===== config.mk =====
export PLATFORM = sky130hd
export DESIGN_NAME = battery_voltage_conditioner_flat
export DESIGN_NICKNAME = d
export VERILOG_FILES = /design/src/rtl/core/bvc_pkg.sv /design/src/rtl/core/bvc_if.sv /design/src/rtl/core/battery_voltage_conditioner.sv /design/src/rtl/core/bvc_cfg.sv /design/src/rtl/core/bvc_ema.sv /design/src/flat_wrapper.sv
export SDC_FILE = /design/constraint.sdc
export NUM_CORES = 1
export LEC_CHECK = 0
export ABC_AREA = 1
export BUFFER_PORTS_ARGS = -buffer_cell sky130_fd_sc_hd__buf_4
export CAP_MARGIN = 20
export CELL_PAD_IN_SITES_DETAIL_PLACEMENT = 1
export CELL_PAD_IN_SITES_GLOBAL_PLACEMENT = 2
export CORE_MARGIN = 2
export CORE_UTILIZATION = 35
export CTS_BUF_LIST = sky130_fd_sc_hd__clkbuf_8
export CTS_CLUSTER_SIZE = 14
export DETAILED_ROUTE_END_ITERATION = 10
export HOLD_SLACK_MARGIN = 0.12
export PLACE_DENSITY = 0.79
export SYNTH_ARGS = -nofsm -noshare
export SYNTH_HDL_FRONTEND = slang
export SYNTH_SLANG_ARGS = --single-unit
export TNS_END_PERCENT = 100

===== constraint.sdc =====
create_clock -name clk -period 8.8 [get_ports clk]
set_clock_uncertainty 0.1 [all_clocks]
set_input_delay 1.32 -clock clk [delete_from_list [all_inputs] [get_ports clk]]
set_output_delay 1.32 -clock clk [all_outputs]
set_load 0.01 [all_outputs]

===== src/rtl/core/bvc_pkg.sv =====
// types, codes and reset values for the battery voltage conditioner
// no dependencies
`default_nettype none

package bvc_pkg;

  localparam int TIME_W  = 32;
  localparam int MV_W    = 15;
  localparam int VOLT_W  = 16;
  localparam int COEF_W  = 16;
  localparam int CFG_IDX_W  = 3;
  localparam int CFG_DATA_W = 32;

  // status codes
  localparam logic [1:0] ST_OK      = 2'd0;
  localparam logic [1:0] ST_NOINIT  = 2'd1;
  localparam logic [1:0] ST_INVALID = 2'd2;
  localparam logic [1:0] ST_HWERR   = 2'd3;

  // charging state codes
  localparam logic [1:0] CHG_UNKNOWN = 2'd0;
  localparam logic [1:0] CHG_ON      = 2'd1;
  localparam logic [1:0] CHG_OFF     = 2'd2;

  // power source codes
  localparam logic [1:0] SRC_UNKNOWN  = 2'd0;
  localparam logic [1:0] SRC_EXTERNAL = 2'd1;
  localparam logic [1:0] SRC_BATTERY  = 2'd2;

  // configuration register indexes
  localparam logic [CFG_IDX_W-1:0] CFG_ENABLED      = 3'd0;
  localparam logic [CFG_IDX_W-1:0] CFG_MIN_INTERVAL = 3'd1;
  localparam logic [CFG_IDX_W-1:0] CFG_FILTER_COEF  = 3'd2;
  localparam logic [CFG_IDX_W-1:0] CFG_CHG_THRESH   = 3'd3;
  localparam logic [CFG_IDX_W-1:0] CFG_NOBAT_THRESH = 3'd4;

  // configuration reset values
  localparam logic [TIME_W-1:0] RST_MIN_INTERVAL = 32'd1000;
  localparam logic [COEF_W-1:0] RST_FILTER_COEF  = 16'd6554;
  localparam logic [MV_W-1:0]   RST_CHG_THRESH   = 15'd4190;
  localparam logic [MV_W-1:0]   RST_NOBAT_THRESH = 15'd2000;

  localparam logic [VOLT_W-1:0] VOLT_NONE = 16'hFFFF;

  typedef struct packed {
    logic              enabled;
    logic [TIME_W-1:0] min_interval_ms;
    logic [COEF_W-1:0] filter_coef;
    logic [MV_W-1:0]   charging_threshold_mv;
    logic [MV_W-1:0]   no_battery_threshold_mv;
  } cfg_t;

  typedef struct packed {
    logic [VOLT_W-1:0] volt_mv;
    logic              present;
    logic [1:0]        charging_state;
    logic [1:0]        power_source;
    logic              reading_valid;
  } reading_t;

endpackage

`default_nettype wire


===== src/rtl/core/bvc_if.sv =====
// request and result channel interfaces of the battery voltage conditioner
// depends on bvc_pkg
`default_nettype none

interface bvc_req_if import bvc_pkg::*; ();
  logic              valid;
  logic              ready;
  logic [TIME_W-1:0] time_ms;
  logic [MV_W-1:0]   raw_mv;
  logic              raw_ok;

  modport source(output valid, time_ms, raw_mv, raw_ok, input ready);
  modport sink(input valid, time_ms, raw_mv, raw_ok, output ready);
endinterface

interface bvc_rsp_if import bvc_pkg::*; ();
  logic              valid;
  logic              ready;
  logic [1:0]        status;
  logic [VOLT_W-1:0] volt_mv;
  logic              present;
  logic [1:0]        charging_state;
  logic [1:0]        power_source;
  logic              reading_valid;

  modport source(output valid, status, volt_mv, present, charging_state,
                 power_source, reading_valid, input ready);
  modport sink(input valid, status, volt_mv, present, charging_state,
               power_source, reading_valid, output ready);
endinterface

`default_nettype wire


===== src/rtl/core/battery_voltage_conditioner.sv =====
// battery voltage conditioner: request register, filter state, result register
// depends on bvc_pkg, bvc_if, bvc_cfg, bvc_ema
//
// Requests arrive on req (time_ms, raw_mv, raw_ok) and each one gives exactly
// one result on rsp (status, volt_mv, present, charging_state,
// power_source, reading_valid), in order, with valid/ready handshakes on both.
// A request is registered on acceptance and evaluated against the filter and
// cache state as it advances to the result register, which holds the answer.
// Throughput is one request per cycle while rsp is not stalled: the state
// update for one request lands in the same cycle as its result, so the
// following request sees it at once. The multiply of coefficient by sample
// delta and the following add set the critical path. When rsp is stalled the
// result holds, the request register fills, and req ready drops only once both
// are occupied. The user must write configuration through
// cfg_we/cfg_index/cfg_data while idle; the block does not enforce it. Reset
// (synchronous, active high) empties both registers, clears the filter and
// cache and restores the configuration defaults.
`default_nettype none

module battery_voltage_conditioner import bvc_pkg::*; (
  input  wire logic                  clk,
  input  wire logic                  rst,
  bvc_req_if.sink                    req,
  bvc_rsp_if.source                  rsp,
  input  wire logic                  cfg_we,
  input  wire logic [CFG_IDX_W-1:0]  cfg_index,
  input  wire logic [CFG_DATA_W-1:0] cfg_data
);

  cfg_t cfg;

  // request register
  logic              req_full;
  logic [TIME_W-1:0] req_time;
  logic [MV_W-1:0]   req_raw;
  logic              req_ok;

  // filter and cache state
  logic [MV_W-1:0]   avg_mv;
  logic              filter_seeded;
  logic [TIME_W-1:0] last_read_ms;
  reading_t          cache;

  // result register
  logic              rsp_full;
  logic [1:0]        rsp_status;
  reading_t          rsp_reading;

  logic              advance;
  logic              fresh;
  logic              take_sample;
  logic [TIME_W-1:0] elapsed;
  logic [MV_W-1:0]   filtered_next;
  reading_t          sample_reading;
  logic [1:0]        status_next;
  reading_t          reading_next;

  bvc_cfg u_cfg (
    .clk   (clk),
    .rst   (rst),
    .we    (cfg_we),
    .index (cfg_index),
    .data  (cfg_data),
    .cfg   (cfg)
  );

  bvc_ema u_ema (
    .avg_mv                  (avg_mv),
    .seeded                  (filter_seeded),
    .raw_mv                  (req_raw),
    .coef                    (cfg.filter_coef),
    .charging_threshold_mv   (cfg.charging_threshold_mv),
    .no_battery_threshold_mv (cfg.no_battery_threshold_mv),
    .filtered_next           (filtered_next),
    .reading                 (sample_reading)
  );

  assign advance   = req_full && (!rsp_full || rsp.ready);
  assign req.ready = !req_full || advance;

  assign elapsed = req_time - last_read_ms;
  // zero read time means never read
  assign fresh   = (last_read_ms == '0) || (elapsed >= cfg.min_interval_ms);
  assign take_sample = cfg.enabled && fresh && req_ok;

  always_comb begin
    status_next  = ST_OK;
    reading_next = cache;
    if (!cfg.enabled) begin
      status_next                  = ST_NOINIT;
      reading_next.volt_mv         = VOLT_NONE;
      reading_next.present         = 1'b0;
      reading_next.charging_state  = CHG_UNKNOWN;
      reading_next.power_source    = SRC_UNKNOWN;
      reading_next.reading_valid   = 1'b0;
    end else if (!fresh) begin
      status_next = cache.reading_valid ? ST_OK : ST_INVALID;
    end else if (!req_ok) begin
      status_next = ST_HWERR;
    end else begin
      reading_next = sample_reading;
    end
  end

  always_ff @(posedge clk) begin
    if (rst) begin
      req_full <= 1'b0;
    end else if (req.valid && req.ready) begin
      req_full <= 1'b1;
    end else if (advance) begin
      req_full <= 1'b0;
    end
  end

  always_ff @(posedge clk) begin
    if (req.valid && req.ready) begin
      req_time <= req.time_ms;
      req_raw  <= req.raw_mv;
      req_ok   <= req.raw_ok;
    end
  end

  always_ff @(posedge clk) begin
    if (rst) begin
      avg_mv                <= '0;
      filter_seeded         <= 1'b0;
      last_read_ms          <= '0;
      cache.volt_mv         <= VOLT_NONE;
      cache.present         <= 1'b0;
      cache.charging_state  <= CHG_UNKNOWN;
      cache.power_source    <= SRC_UNKNOWN;
      cache.reading_valid   <= 1'b0;
    end else if (advance && take_sample) begin
      avg_mv        <= filtered_next;
      filter_seeded <= 1'b1;
      last_read_ms  <= req_time;
      cache         <= sample_reading;
    end
  end

  always_ff @(posedge clk) begin
    if (rst) begin
      rsp_full <= 1'b0;
    end else if (advance) begin
      rsp_full <= 1'b1;
    end else if (rsp.ready) begin
      rsp_full <= 1'b0;
    end
  end

  always_ff @(posedge clk) begin
    if (advance) begin
      rsp_status  <= status_next;
      rsp_reading <= reading_next;
    end
  end

  assign rsp.valid           = rsp_full;
  assign rsp.status          = rsp_status;
  assign rsp.volt_mv         = rsp_reading.volt_mv;
  assign rsp.present         = rsp_reading.present;
  assign rsp.charging_state  = rsp_reading.charging_state;
  assign rsp.power_source    = rsp_reading.power_source;
  assign rsp.reading_valid   = rsp_reading.reading_valid;

endmodule

`default_nettype wire


===== src/rtl/core/bvc_cfg.sv =====
// configuration register bank of the battery voltage conditioner
// depends on bvc_pkg
`default_nettype none

module bvc_cfg import bvc_pkg::*; (
  input  wire logic                  clk,
  input  wire logic                  rst,
  input  wire logic                  we,
  input  wire logic [CFG_IDX_W-1:0]  index,
  input  wire logic [CFG_DATA_W-1:0] data,
  output cfg_t                       cfg
);

  always_ff @(posedge clk) begin
    if (rst) begin
      cfg.enabled                 <= 1'b0;
      cfg.min_interval_ms         <= RST_MIN_INTERVAL;
      cfg.filter_coef             <= RST_FILTER_COEF;
      cfg.charging_threshold_mv   <= RST_CHG_THRESH;
      cfg.no_battery_threshold_mv <= RST_NOBAT_THRESH;
    end else if (we) begin
      case (index)
        CFG_ENABLED:      cfg.enabled                 <= data[0];
        CFG_MIN_INTERVAL: cfg.min_interval_ms         <= data[TIME_W-1:0];
        CFG_FILTER_COEF:  cfg.filter_coef             <= data[COEF_W-1:0];
        CFG_CHG_THRESH:   cfg.charging_threshold_mv   <= data[MV_W-1:0];
        CFG_NOBAT_THRESH: cfg.no_battery_threshold_mv <= data[MV_W-1:0];
        default: ;
      endcase
    end
  end

endmodule

`default_nettype wire


===== src/rtl/core/bvc_ema.sv =====
// moving average update and threshold classification for one sample
// depends on bvc_pkg
`default_nettype none

module bvc_ema import bvc_pkg::*; (
  input  wire logic [MV_W-1:0]   avg_mv,
  input  wire logic              seeded,
  input  wire logic [MV_W-1:0]   raw_mv,
  input  wire logic [COEF_W-1:0] coef,
  input  wire logic [MV_W-1:0]   charging_threshold_mv,
  input  wire logic [MV_W-1:0]   no_battery_threshold_mv,
  output logic [MV_W-1:0]        filtered_next,
  output reading_t               reading
);

  logic signed [VOLT_W-1:0] delta;
  logic signed [32:0]       prod;
  logic signed [32:0]       step;
  logic signed [32:0]       sum;
  logic                     charging_v;

  assign delta = $signed({1'b0, raw_mv}) - $signed({1'b0, avg_mv});
  assign prod  = $signed({1'b0, coef}) * delta;
  // arithmetic shift floors negative products
  assign step  = prod >>> COEF_W;
  assign sum   = $signed({18'd0, avg_mv}) + step;

  assign filtered_next = seeded ? sum[MV_W-1:0] : raw_mv;

  assign charging_v = filtered_next >= charging_threshold_mv;

  always_comb begin
    reading.volt_mv = {1'b0, filtered_next};
    reading.present = filtered_next >= no_battery_threshold_mv;
    if (filtered_next == '0) begin
      reading.charging_state = CHG_UNKNOWN;
    end else begin
      reading.charging_state = charging_v ? CHG_ON : CHG_OFF;
    end
    reading.power_source  = charging_v ? SRC_EXTERNAL : SRC_BATTERY;
    reading.reading_valid = 1'b1;
  end

endmodule

`default_nettype wire


===== src/flat_wrapper.sv =====
// flat-port wrapper written by rule: the top's interface ports become plain ports
module battery_voltage_conditioner_flat import bvc_pkg::*;
  (clk, rst, cfg_we, cfg_index, cfg_data, req_valid, req_time_ms, req_raw_mv, req_raw_ok, req_ready, rsp_valid, rsp_status, rsp_volt_mv, rsp_present, rsp_charging_state, rsp_power_source, rsp_reading_valid, rsp_ready);
  bvc_req_if req_i ();
  bvc_rsp_if rsp_i ();
  input  wire logic clk;
  input  wire logic rst;
  input  wire logic cfg_we;
  input  wire logic [CFG_IDX_W-1:0] cfg_index;
  input  wire logic [CFG_DATA_W-1:0] cfg_data;
  input wire logic [$bits(req_i.valid)-1:0] req_valid;
  input wire logic [$bits(req_i.time_ms)-1:0] req_time_ms;
  input wire logic [$bits(req_i.raw_mv)-1:0] req_raw_mv;
  input wire logic [$bits(req_i.raw_ok)-1:0] req_raw_ok;
  output wire logic [$bits(req_i.ready)-1:0] req_ready;
  output wire logic [$bits(rsp_i.valid)-1:0] rsp_valid;
  output wire logic [$bits(rsp_i.status)-1:0] rsp_status;
  output wire logic [$bits(rsp_i.volt_mv)-1:0] rsp_volt_mv;
  output wire logic [$bits(rsp_i.present)-1:0] rsp_present;
  output wire logic [$bits(rsp_i.charging_state)-1:0] rsp_charging_state;
  output wire logic [$bits(rsp_i.power_source)-1:0] rsp_power_source;
  output wire logic [$bits(rsp_i.reading_valid)-1:0] rsp_reading_valid;
  input wire logic [$bits(rsp_i.ready)-1:0] rsp_ready;
  assign req_i.valid = req_valid;
  assign req_i.time_ms = req_time_ms;
  assign req_i.raw_mv = req_raw_mv;
  assign req_i.raw_ok = req_raw_ok;
  assign req_ready = req_i.ready;
  assign rsp_valid = rsp_i.valid;
  assign rsp_status = rsp_i.status;
  assign rsp_volt_mv = rsp_i.volt_mv;
  assign rsp_present = rsp_i.present;
  assign rsp_charging_state = rsp_i.charging_state;
  assign rsp_power_source = rsp_i.power_source;
  assign rsp_reading_valid = rsp_i.reading_valid;
  assign rsp_i.ready = rsp_ready;
  battery_voltage_conditioner u_core (.clk(clk), .rst(rst), .req(req_i), .rsp(rsp_i), .cfg_we(cfg_we), .cfg_index(cfg_index), .cfg_data(cfg_data));
endmodule

# == Word level (Yosys, flattened, before mapping) ==
# Index checks and enable logic that the tools add are counted.
# totals
inputBits,88
mem_bits_ro,0
reg_bits,222
mem_bits_rw,0
mem_count,0
word_cells,66
latchBits,0
# op_classes
n_lt_le_gt_ge,3
shift,0
n_div,0
n_eq_ne,4
reduce_logical,20
add_sub_neg,3
mux,12
n_bitwise,0
n_mul,1
# ops
operator,n
$mux 22,2
$ge 32x32->1,1
$logic_not 32->1,1
$sub 32x32->32,1
$mul 17x16->31,1
$ge 15x15->1,2
$sub 15x15->16,1
$add 15x15->15,1
$logic_not 15->1,1
$mux 15,1
$mux 2,5
$reduce_and 2->1,5
$eq 3x2->1 const B,2
$logic_and 1x1->1,5
$mux 1,4
$reduce_bool 2->1,2
$eq 3x1->1 const B,1
$eq 3x3->1 const B,1
$logic_not 3->1,1
$logic_or 1x1->1,3
$logic_not 1->1,2

# == Logic depth before layout (Yosys ltp) ==
# Gate-level depths: netlist of run 1.
# logic_depth
word_depth,9
depth_mapped,63

# == Hierarchy ==
# A second synthesis of run 1 with hierarchy kept.
# unflattened
hier_cells,3175
area_unflattened_um2,22963.3
# by_module_without_submodules
mod,n_inst,area_each_um2,cells_per_inst
bvc_ema,1,11198.2,1559
battery_voltage_conditioner,1,8653.3,1168
bvc_cfg,1,3111.7,448

# == Least setup slack after synthesis of run 1 ==
# OpenSTA, ideal clock, no wires.
# synth_timing
path_kind,register to register
startpoint,register u_core.req_raw[0]
endpoint,"register u_core.rsp_reading, in the netlist u_core.rsp.power_source[0], data pin"
t_required_ns,8.435
path_buffers,1
stages_incl_launch_ff,52
path_slack_ns,-0.616
arrival_time_ns,9.051
setup_ns,0.265
path_cell_list,edfxtp_1 inv_1 ha_1 fa_1 inv_1 a31oi_1 or2_2 nand2_1 a21oi_1 inv_1 or2_2 nand2_1 clkbuf_1 nor2_1 fa_1 inv_1 fa_1 fa_1 (+16 left out) o21ai_0 a21oi_1 xor2_1 o21ai_0 ha_1 nand4_1 o21bai_1 a21oi_1 o21ai_0 a21o_1 nand3_1 nand2_1 nand2_1 nand2_1 nand2_1 nand2_1 nand2_4 o22ai_1
# synth_via
elab_chain_len,8
# synth_rtl
item,line,rtl
from (decl),battery_voltage_conditioner.sv:35,logic [MV_W-1:0] req_raw;
from (signal assigned),battery_voltage_conditioner.sv:118,req_raw <= req.raw_mv;
$sub 15x15->16,bvc_ema.sv:22,"assign delta = $signed({1'b0, raw_mv}) - $signed({1'b0, avg_mv});"
$mul 17x16->31,bvc_ema.sv:23,"assign prod = $signed({1'b0, coef}) * delta;"
$add 15x15->15,bvc_ema.sv:26,"assign sum = $signed({18'd0, avg_mv}) + step;"
$mux 15,bvc_ema.sv:28,assign filtered_next = seeded ? sum[MV_W-1:0] : raw_mv;
via u_core.filtered_next[7],battery_voltage_conditioner.sv:53,logic [MV_W-1:0] filtered_next;
$ge 15x15->1,bvc_ema.sv:30,assign charging_v = filtered_next >= charging_threshold_mv;
$mux 2,bvc_ema.sv:40,reading.power_source = charging_v ? SRC_EXTERNAL : SRC_BATTERY;
$mux 22,battery_voltage_conditioner.sv:98,end else if (!req_ok) begin
$mux 22,battery_voltage_conditioner.sv:96,end else if (!fresh) begin
to (signal assigned),battery_voltage_conditioner.sv:154,rsp_reading <= reading_next;
to (decl),battery_voltage_conditioner.sv:47,reading_t rsp_reading;
# The timed path passes the listed nets, and every way through them passes these cells.
# A chain may end at the register's enable or synchronous reset.

# == Final worst setup path of run 1 ==
# Same ends and word-level chain as after synthesis.

==> results of run 1 <==
layout by cell type (no fill, tap or decap), types with 7 or more instances in the layout:
master and instances:
nor3_1 11, nand2_2 45, inv_1 448, o21ai_2 14, a21oi_4 12, nor2_4 8, o21bai_1 7, dfxtp_1 149
a21o_1 7, buf_6 17, ha_4 33, clkbuf_8 44, or2_2 16, xor2_1 33, nand4_1 27, nor2_1 196
inv_2 39, nand2_1 363, fa_1 179, buf_4 429, nand2_4 18, edfxtp_1 72, o21ai_0 122, o21ai_1 16
a21oi_1 203, nand3_1 62, xnor2_1 18, nand3_2 15, fa_2 17, clkinv_1 12, ha_1 189, clkinv_2 7
o211ai_1 26, a31oi_1 7, a21oi_2 31
area by class of cell:
class / instances / share of cell area [%]
clock buffer: 44 / 2.259
inverter: 489 / 6.946
antenna: 2 / 0.01867
tap: 765 / 3.571
clock inverter: 26 / 0.5461
sequential: 222 / 19.27
multi-input combinational: 1749 / 54.51
timing repair buffer: 448 / 12.88
path summary, 6_finish.rpt:
path                                                        start                                        to  slack (ns)  cells after the start
worst max-delay path                  u_core.req_raw[0]$_DFFE_PP_  u_core.rsp.power_source[0]$_SDFFCE_PN0P_       -0.82                     49
worst min-delay path            u_core.u_cfg.cfg[77]$_SDFFE_PP0P_         u_core.u_cfg.cfg[77]$_SDFFE_PP0P_        0.37                      2
worst max register to register        u_core.req_raw[0]$_DFFE_PP_  u_core.rsp.power_source[0]$_SDFFCE_PN0P_       -0.82                     49
worst min register to register  u_core.u_cfg.cfg[77]$_SDFFE_PP0P_         u_core.u_cfg.cfg[77]$_SDFFE_PP0P_        0.37                      2
registers in the layout, indices dropped and copies added, names as in the netlist:
name / cells
u_core.u_cfg.cfg: 79
u_core.last_read_ms: 32
u_core.req_time: 32
u_core.cache: 22
u_core.rsp.volt_mv: 16
u_core.avg_mv: 15
u_core.req_raw: 15
u_core.rsp.charging_state: 2
u_core.rsp.power_source: 2
u_core.rsp.status: 2
u_core.req_full: 1
u_core.req_ok: 1
u_core.rsp.present: 1
u_core.rsp.reading_valid: 1
u_core.rsp.valid: 1
Yosys cell counts, types with 4 or more instances:
library cell	instances	share of area, %
xor2_1	37	1.6
o211ai_1	26	0.95
edfxtp_1	72	11
nand2_1	418	7.6
nand3_2	5	0.24
xnor2_1	25	1.1
ha_1	225	14
fa_1	196	19
nand3_1	73	1.8
o21ai_2	4	0.17
o21bai_1	7	0.26
a21o_1	7	0.26
o221ai_1	5	0.21
clkbuf_1	57	1.0
o21a_1	5	0.18
o21ai_1	9	0.22
buf_2	5	0.12
clkinv_1	9	0.16
a21oi_2	4	0.17
nand2_2	7	0.21
inv_1	476	8.7
or2_2	20	0.61
a31oi_1	10	0.30
o21ai_0	144	3.5
a21oi_1	242	5.9
nand4_1	27	0.82
nor4_1	5	0.15
nor3_1	12	0.29
dfxtp_1	150	15
nor2_1	208	3.8
worst max-delay path: cells and delay by family, from the launching register on:
family / cells / cell delay, ns
adders and majority gates: 11 / 4.26
AOI/OAI and AO/OA: 15 / 2.10
and+or+nand+nor: 13 / 1.42
buffers and inverters: 7 / 0.60
xor gates and xnor gates: 3 / 0.51
DFF: 1 / 0.36
metal layers:
layer	wire, µm	global-route usage [%]	vias up
li1	-	-	8931
met1	32370	31.56	9341
met2	35460	41.36	356
met3	2757	2.887	135
met4	3182	10.29	2
met5	9	0	-
per-stage QoR:
step | util, % | setup TNS (ns) | instance area (µm²)
6_report | 46.28 | -8.553 | 26810
4_1_cts | 45.19 | -8.266 | 26170
3_3_place_gp | 42.20 | -14.95 | 24440
2_1_floorplan | - | 0 | 20770
5_1_grt | 46.28 | -19.01 | 26810
3_5_place_dp | 42.20 | -20.22 | 24440
kinds of logic after synthesis:
logic type | synth area share, %
xor gates and xnor gates | 2.640
and+or+nand+nor | 16.27
buffers and inverters | 10.57
AOI/OAI and AO/OA | 12.64
DFF | 25.11
adders and majority gates | 32.77
timing repair:
action	in CTS	in global routing
pin swaps	91	91
resized for setup	181	120
buffers inserted	36	13
endpoints found under the setup margin	34	42
hold buffers	0	0
==> flow_summary_export.csv, run 1 <==
group,metric,value,unit
status,run_status,"finished with violations",
status,violations,"negative setup slack",
route,vias_per_cell,5.011,
die,core,57920,µm²
die,die_x,246.4,µm
global_routing,overflow,0,
critical_path,worstPathArrival,9.83,ns
clock_network,clock_latency,0.59,ns
placement,dp_hpwl,59360,µm
route,drtPass1Iterations,5,
clock_network,root_buffer,"clkbuf_8",
placement,pre_cts_slack,-1.430,ns
clock_network,cts_sinks,222,
clock_network,cts_buffer_depth,3,
clock_network,clkTransAtPathRegs,0.07,ns
route,first_iter_violations,785,
sta,whs,0.3677,ns
global_routing,grt_pass1_wl,114800,µm
route,ant_nets,0,
sta,setup_ws,-0.8161,ns
cells_and_area,drive_gt1_share,27.10,%
placement,numPlacedInstances,3629,
run,maxCapViolations,0,
placement,gp_congestion,0.9127,
die,dieHeight,246.4,µm
cells_and_area,nNetsFinal,3457,
logic_synthesis,async_flop_share,0,%
cells_and_area,seqCellArea,5166,µm²
die,row_count,88,
critical_path,cp_slowest_cell,"fa_1",
critical_path,cp.required,9.01,ns
logic_synthesis,yosysWarnings,0,
sta,hold_viol,0,
sta,rsz0062_at_grt,"true",
route,vias,18765,
global_routing,antenna_found_initial,3,
logic_synthesis,avgSynthCellArea,8.122,µm²
sta,setup_viol,17,
logic_synthesis,synth_edf_count,72,
cells_and_area,stdcell_count,3745,
critical_path,end_kind,"register",
global_routing,grt_pass1_vias,20662,
global_routing,grt_usage,24.47,%
sta,drv_slew,0,
logic_synthesis,synth_seq_area_share,25.11,%
critical_path,slowest_delay,0.52,ns
die,pin_count,114,
sta,tightest_slew,1.035,ns
critical_path,cp-start-kind,"register",
cells_and_area,synthToLayoutAreaGrowth,30.34,%
placement,io_buffers,113,
clock_network,cts_tree,"done",
critical_path,path_common_cell,"fa_1",
clock_network,htreeDepth,2,
logic_synthesis,syn_inst,2532,
cells_and_area,multi_input_comb_area,14610,µm²
critical_path,criticalPathCategory,"reg -> reg",
die,initial_core_util,35.51,%
sta,post-route-period-util,109.3,%
die,dieArea,60720,µm²
sta,clock.fmax,104.0,MHz
logic_synthesis,synth_cell_types,57,
route,wire_per_inst,19.70,µm
route,drcViolationCount,0,
sta,max_slew_margin,31.00,%
critical_path,critPathMaxFanout,4,
global_routing,grt_max_degree,99,
logic_synthesis,netlist_area,20570,µm²
logic_synthesis,synthFlopType,"dfxtp_1",
clock_network,cts_buffers,38,
cells_and_area,n_fill_cell,6920,
worst_hold_path,hold_class,"reg -> reg",
route,routed_wl,73780,µm
sta,period_minus_slack,9.616,ns
logic_synthesis,ys_ff_latch,222,
logic_synthesis,postSynthNetCount,3041,
Power of run 1 is left out: the tool's default activity adds up to more than one toggle a clock period on the data nets, which glitch-free logic cannot reach.
==> run 2, diff against run 1 <==
--- a/config.mk
+++ b/config.mk
@@ -15,6 +15,7 @@
 export CTS_BUF_LIST = sky130_fd_sc_hd__clkbuf_8
 export CTS_CLUSTER_SIZE = 14
 export DETAILED_ROUTE_END_ITERATION = 10
+export GPL_TIMING_DRIVEN = 0
 export HOLD_SLACK_MARGIN = 0.12
 export PLACE_DENSITY = 0.79
 export SYNTH_ARGS = -nofsm -noshare
==> flow_summary_export.csv, run 2 (synthesis gave the netlist of run 1 again) <==
group,metric,value,unit
status,run_status,"finished with violations",
status,violations,"negative setup slack",
placement,dp_hpwl,57820,µm
critical_path,cp-start-kind,"register",
cells_and_area,nNetsFinal,3285,
clock_network,cts_buffers,40,
route,vias_per_cell,5.114,
sta,max_slew_margin,34.09,%
die,dieArea,60720,µm²
critical_path,cp.required,9.13,ns
route,drtPass1Iterations,5,
die,initial_core_util,35.51,%
clock_network,htreeDepth,2,
sta,tightest_slew,0.9876,ns
global_routing,overflow,0,
route,wl_met3,2879,µm
clock_network,cts_tree,"done",
critical_path,cp_slowest_cell,"fa_2",
critical_path,slowest_delay,0.57,ns
sta,drv_slew,0,
route,first_iter_violations,758,
route,drcViolationCount,0,
clock_network,cts_sinks,222,
placement,io_buffers,112,
cells_and_area,multi_input_comb_area,15060,µm²
critical_path,critPathMaxFanout,6,
global_routing,grt_max_degree,34,
critical_path,critical-path-top-delay-family,"adder cells",
die,die_x,246.4,µm
worst_hold_path,hold_class,"reg -> reg",
clock_network,cts_buffer_depth,3,
die,dieHeight,246.4,µm
route,vias,18283,
clock_network,clock_latency,0.60,ns
cells_and_area,seqCellArea,5180,µm²
placement,gp_congestion,0.8927,
sta,hold_viol,0,
cells_and_area,final_cell_mix,"inv_1, nand2_1, a21oi_1, nor2_1, fa_1",
route,topRoutingLayerUsed,"met4",
cells_and_area,drive_gt1_share,22.47,%
cells_and_area,largest_register_ffs,79,
global_routing,antenna_found_initial,2,
sta,clock.fmax,101.1,MHz
cells_and_area,synthToLayoutAreaGrowth,26.25,%
die,row_count,88,
die,core,57920,µm²
sta,period_minus_slack,9.896,ns
sta,setup_viol,21,
route,routed_wl,73680,µm
cells_and_area,top_register,"u_core.u_cfg.cfg",
route,drt-met1-wl,32250,µm
sta,setup_ws,-1.096,ns
run,maxCapViolations,0,
global_routing,grt_usage,24.06,%
cells_and_area,reg_top3,"u_core.u_cfg.cfg (79), u_core.last_read_ms (32), u_core.req_time (32)",
clock_network,clkTransAtPathRegs,0.06,ns
cells_and_area,n_fill_cell,6897,
sta,whs,0.3703,ns
clock_network,root_buffer,"clkbuf_8",
global_routing,grt_pass1_vias,19862,
global_routing,grt_pass1_wl,112000,µm
sta,rsz0062_at_grt,"true",
sta,post-route-period-util,112.5,%
route,ant_nets,0,
critical_path,criticalPathCategory,"reg -> reg",
critical_path,end_kind,"register",
cells_and_area,final_common_cell,"inv_1",
route,met2_length,36230,µm
critical_path,crit_buf_inv,12,
die,pin_count,114,
critical_path,worstPathArrival,10.23,ns
route,wire_per_inst,20.61,µm
==> run 2: worst reg2reg max path: cells and delay by family, from the launching register on <==
| kind | cells | cell delay, ns |
|---|---|---|
| buffers and inverters | 12 | 1.00 |
| flip-flops | 1 | 0.42 |
| XOR/XNOR | 2 | 0.45 |
| adder cells (fa/ha/maj) | 11 | 4.12 |
| AO/OA/AOI/OAI | 13 | 1.99 |
| AND/OR/NAND/NOR | 19 | 1.68 |
==> run 2: layer usage <==
metal	vias to the layer above	global-route usage (%)
li1	8598	-
met1	9209	30.99
met2	365	41.79
met3	111	3.039
met4	0	7.459
met5	-	0
==> run 2: what timing repair did <==
action | 4_1_cts | 5_1_grt
hold buffers | 0 | 0
endpoints found under the hold margin | 0 | 0
setup buffers | 49 | 39
pin swaps | 81 | 113
resized for setup | 220 | 209
setup endpoints to repair | 52 | 45
==> run 2: final cells by class <==
class,count,area share [%]
Clock inverter,31,1.031
Antenna cell,2,0.01928
Sequential cell,222,19.95
Clock buffer,43,2.279
Buffer,72,1.528
Timing Repair Buffer,202,6.264
Multi-Input combinational cell,1749,58.00
Tap cell,765,3.686
Inverter,489,7.238
==> run 2: stage by stage <==
stage / cell area (µm²) / instances / TNS [ns] / setup WS [ns] / util [%]
3_3_place_gp: 22570 / 3409 / -69.79 / -2.564 / 38.97
6_report: 25960 / 3575 / -12.64 / -1.096 / 44.83
4_1_cts: 24790 / 3536 / -12.20 / -1.076 / 42.81
5_1_grt: 25960 / 3575 / -24.16 / -1.489 / 44.83
2_1_floorplan: 20770 / 2532 / 0 / 0.00001066 / -
3_5_place_dp: 22610 / 3413 / -54.02 / -2.366 / 39.04
==> run 2: path summary, 6_finish.rpt <==
kind,from,to,slack (ns),depth (start not counted)
setup / recovery,u_core.req_raw[0]$_DFFE_PP_,u_core.cache[1]$_SDFFE_PP0P_,-1.10,57
hold / removal,u_core.u_cfg.cfg[1]$_SDFFE_PP0P_,u_core.u_cfg.cfg[1]$_SDFFE_PP0P_,0.37,2
setup reg to reg,u_core.req_raw[0]$_DFFE_PP_,u_core.cache[1]$_SDFFE_PP0P_,-1.10,57
hold reg to reg,u_core.u_cfg.cfg[1]$_SDFFE_PP0P_,u_core.u_cfg.cfg[1]$_SDFFE_PP0P_,0.37,2
Power of run 2 is left out for the same reason.
==> run 3, diff against run 2 <==
--- a/config.mk
+++ b/config.mk
@@ -17,7 +17,7 @@
 export DETAILED_ROUTE_END_ITERATION = 10
 export GPL_TIMING_DRIVEN = 0
 export HOLD_SLACK_MARGIN = 0.12
-export PLACE_DENSITY = 0.79
+export PLACE_DENSITY_LB_ADDON = 0.1
 export SYNTH_ARGS = -nofsm -noshare
 export SYNTH_HDL_FRONTEND = slang
 export SYNTH_SLANG_ARGS = --single-unit
==> flow_summary_export.csv, run 3 (synthesis gave the netlist of run 1 again) <==
group,metric,value,unit
sta,drv_slew,0,
placement,gp_congestion,0.8671,
global_routing,overflow,0,
cells_and_area,stdcell_area,25810,µm²
sta,setup_ws,-0.9258,ns
critical_path,end_kind,"register",
route,vias,18248,
clock_network,root_buffer,"clkbuf_8",
route,routed_wl,74700,µm
cells_and_area,reg_top3,"u_core.u_cfg.cfg (79), u_core.last_read_ms (32), u_core.req_time (32)",
critical_path,worstSetupStartpoint,"u_core.req_raw[0]$_DFFE_PP_",
sta,max_slew_margin,30.92,%
route,drcViolationCount,0,
global_routing,grt_max_degree,33,
critical_path,r2r_slack,-0.93,ns
critical_path,ff2ff_path_depth,52,
critical_path,critPathMaxFanout,7,
die,dieHeight,246.4,µm
cells_and_area,n_fill_cell,6847,
clock_network,cts_tree,"done",
global_routing,grt_pass1_wl,115000,µm
run,maxCapViolations,0,
clock_network,clock_latency,0.58,ns
worst_hold_path,hold_class,"reg -> reg",
die,core,57920,µm²
cells_and_area,multi_input_comb_area,14920,µm²
clock_network,htreeDepth,2,
status,run_status,"finished with violations",
critical_path,cp_slowest_cell,"fa_2",
cells_and_area,largest_register_ffs,79,
status,violations,"negative setup slack",
sta,hold_viol,0,
die,initial_core_util,35.51,%
clock_network,cts_buffer_depth,3,
placement,pre_cts_slack,-2.441,ns
cells_and_area,stdcell_count,3575,
critical_path,worstPathArrival,9.94,ns
cells_and_area,top_register,"u_core.u_cfg.cfg",
placement,placed_area,22610,µm²
cells_and_area,seqCellArea,5190,µm²
sta,period_minus_slack,9.726,ns
sta,setup_viol,14,
sta,rsz0062_at_grt,"true",
route,drtPass1Iterations,4,
critical_path,criticalPathCategory,"reg -> reg",
route,first_iter_violations,745,
clock_network,cts.hold.buffers_added,0,
die,pin_count,114,
critical_path,cp-start-kind,"register",
critical_path,cp.required,9.02,ns
cells_and_area,drive_gt1_share,22.21,%
global_routing,antenna_found_initial,1,
clock_network,cts_sinks,222,
critical_path,slowest_delay,0.59,ns
placement,numPlacedInstances,3413,
sta,fin_tns_setup,-9.031,ns
die,row_count,88,
sta,post-route-period-util,110.5,%
clock_network,clkTransAtPathRegs,0.07,ns
global_routing,grt_usage,24.78,%
global_routing,grt_pass1_vias,19996,
cells_and_area,final_common_cell,"inv_1",
critical_path,r2r_start,"u_core.req_raw[0]$_DFFE_PP_",
critical_path,endpoint,"u_core.rsp.charging_state[1]$_SDFFCE_PN0P_",
route,ant_nets,0,
placement,dp_hpwl,59910,µm
sta,tightest_slew,1.036,ns
route,vias_per_cell,5.104,
die,dieArea,60720,µm²
route,wire_per_inst,20.90,µm
sta,clock.fmax,102.8,MHz
cells_and_area,nNetsFinal,3286,
placement,io_buffers,112,
clock_network,cts_buffers,40,
cells_and_area,final_cell_mix,"inv_1, nand2_1, a21oi_1, buf_4, nor2_1",
critical_path,path_common_cell,"fa_1",
cells_and_area,synthToLayoutAreaGrowth,25.48,%
die,die_x,246.4,µm
critical_path,r2r-end,"u_core.rsp.charging_state[1]$_SDFFCE_PN0P_",
[run 3: changes by cell type in the layout (fill, tap and decap cells not counted), moves of 5 or more]
cell      delta
inv_2        +6
xor2_2       -5
nand3_1      +9
ha_1         +6
clkbuf_8     +6
buf_4       +17
nand3_2      -8
buf_6       -21
[run 3: final cells by class]
type / count / area share (%)
antenna: 1 / 0.009697
buffer: 72 / 1.556
clock buffer: 49 / 2.613
clock inverter: 25 / 0.7467
inverter: 489 / 7.239
multi-input combinational: 1749 / 57.81
sequential: 222 / 20.11
tap: 765 / 3.709
timing repair buffer: 203 / 6.201
[run 3: repair_timing]
action	4_1_cts	5_1_grt
setup buffers	47	40
setup endpoints to repair	53	40
pin swaps	82	89
resized for setup	235	152
[run 3: per-layer routing]
layer	vias to the layer above	track usage (%)	part of all wire, %
li1	8607	-	-
met1	9280	31.91	45
met2	265	44.94	51
met3	96	1.819	2.4
met4	0	5.776	2.2
met5	-	0	0
[run 3: how the worst min path moves through the flow]
stage,startpoint,slack [ns],to,depth (start not counted)
after floorplan,u_core.u_cfg.cfg[22]$_SDFFE_PP0P_,0.33,u_core.u_cfg.cfg[22]$_SDFFE_PP0P_,2
after global placement,u_core.cache[6]$_SDFFE_PP1P_,0.36,u_core.cache[6]$_SDFFE_PP1P_,2
after detailed placement,u_core.u_cfg.cfg[12]$_SDFFE_PP0P_,0.36,u_core.u_cfg.cfg[12]$_SDFFE_PP0P_,2
after CTS,u_core.u_cfg.cfg[12]$_SDFFE_PP0P_,0.37,u_core.u_cfg.cfg[12]$_SDFFE_PP0P_,2
after global routing,u_core.u_cfg.cfg[12]$_SDFFE_PP0P_,0.39,u_core.u_cfg.cfg[12]$_SDFFE_PP0P_,2
final,u_core.u_cfg.cfg[12]$_SDFFE_PP0P_,0.37,u_core.u_cfg.cfg[12]$_SDFFE_PP0P_,2
[run 3: metrics by stage]
step           hold WS, ns  utilization, %
6_report            0.3698           44.56
3_3_place_gp        0.3555           38.97
3_5_place_dp        0.3595           39.05
5_1_grt             0.3877           44.56
2_1_floorplan       0.3331               -
4_1_cts             0.3716           42.91
[run 3: critical path: cells and delay by family, from the launching register on]
kind                     cells  cell delay, ns
AND/OR/NAND/NOR             18            2.04
AO/OA/AOI/OAI               11            1.20
flip-flops                   1            0.34
buffers and inverters        9            0.75
adder cells (fa/ha/maj)     11            4.42
XOR/XNOR                     3            0.61
Power of run 3 is left out for the same reason.
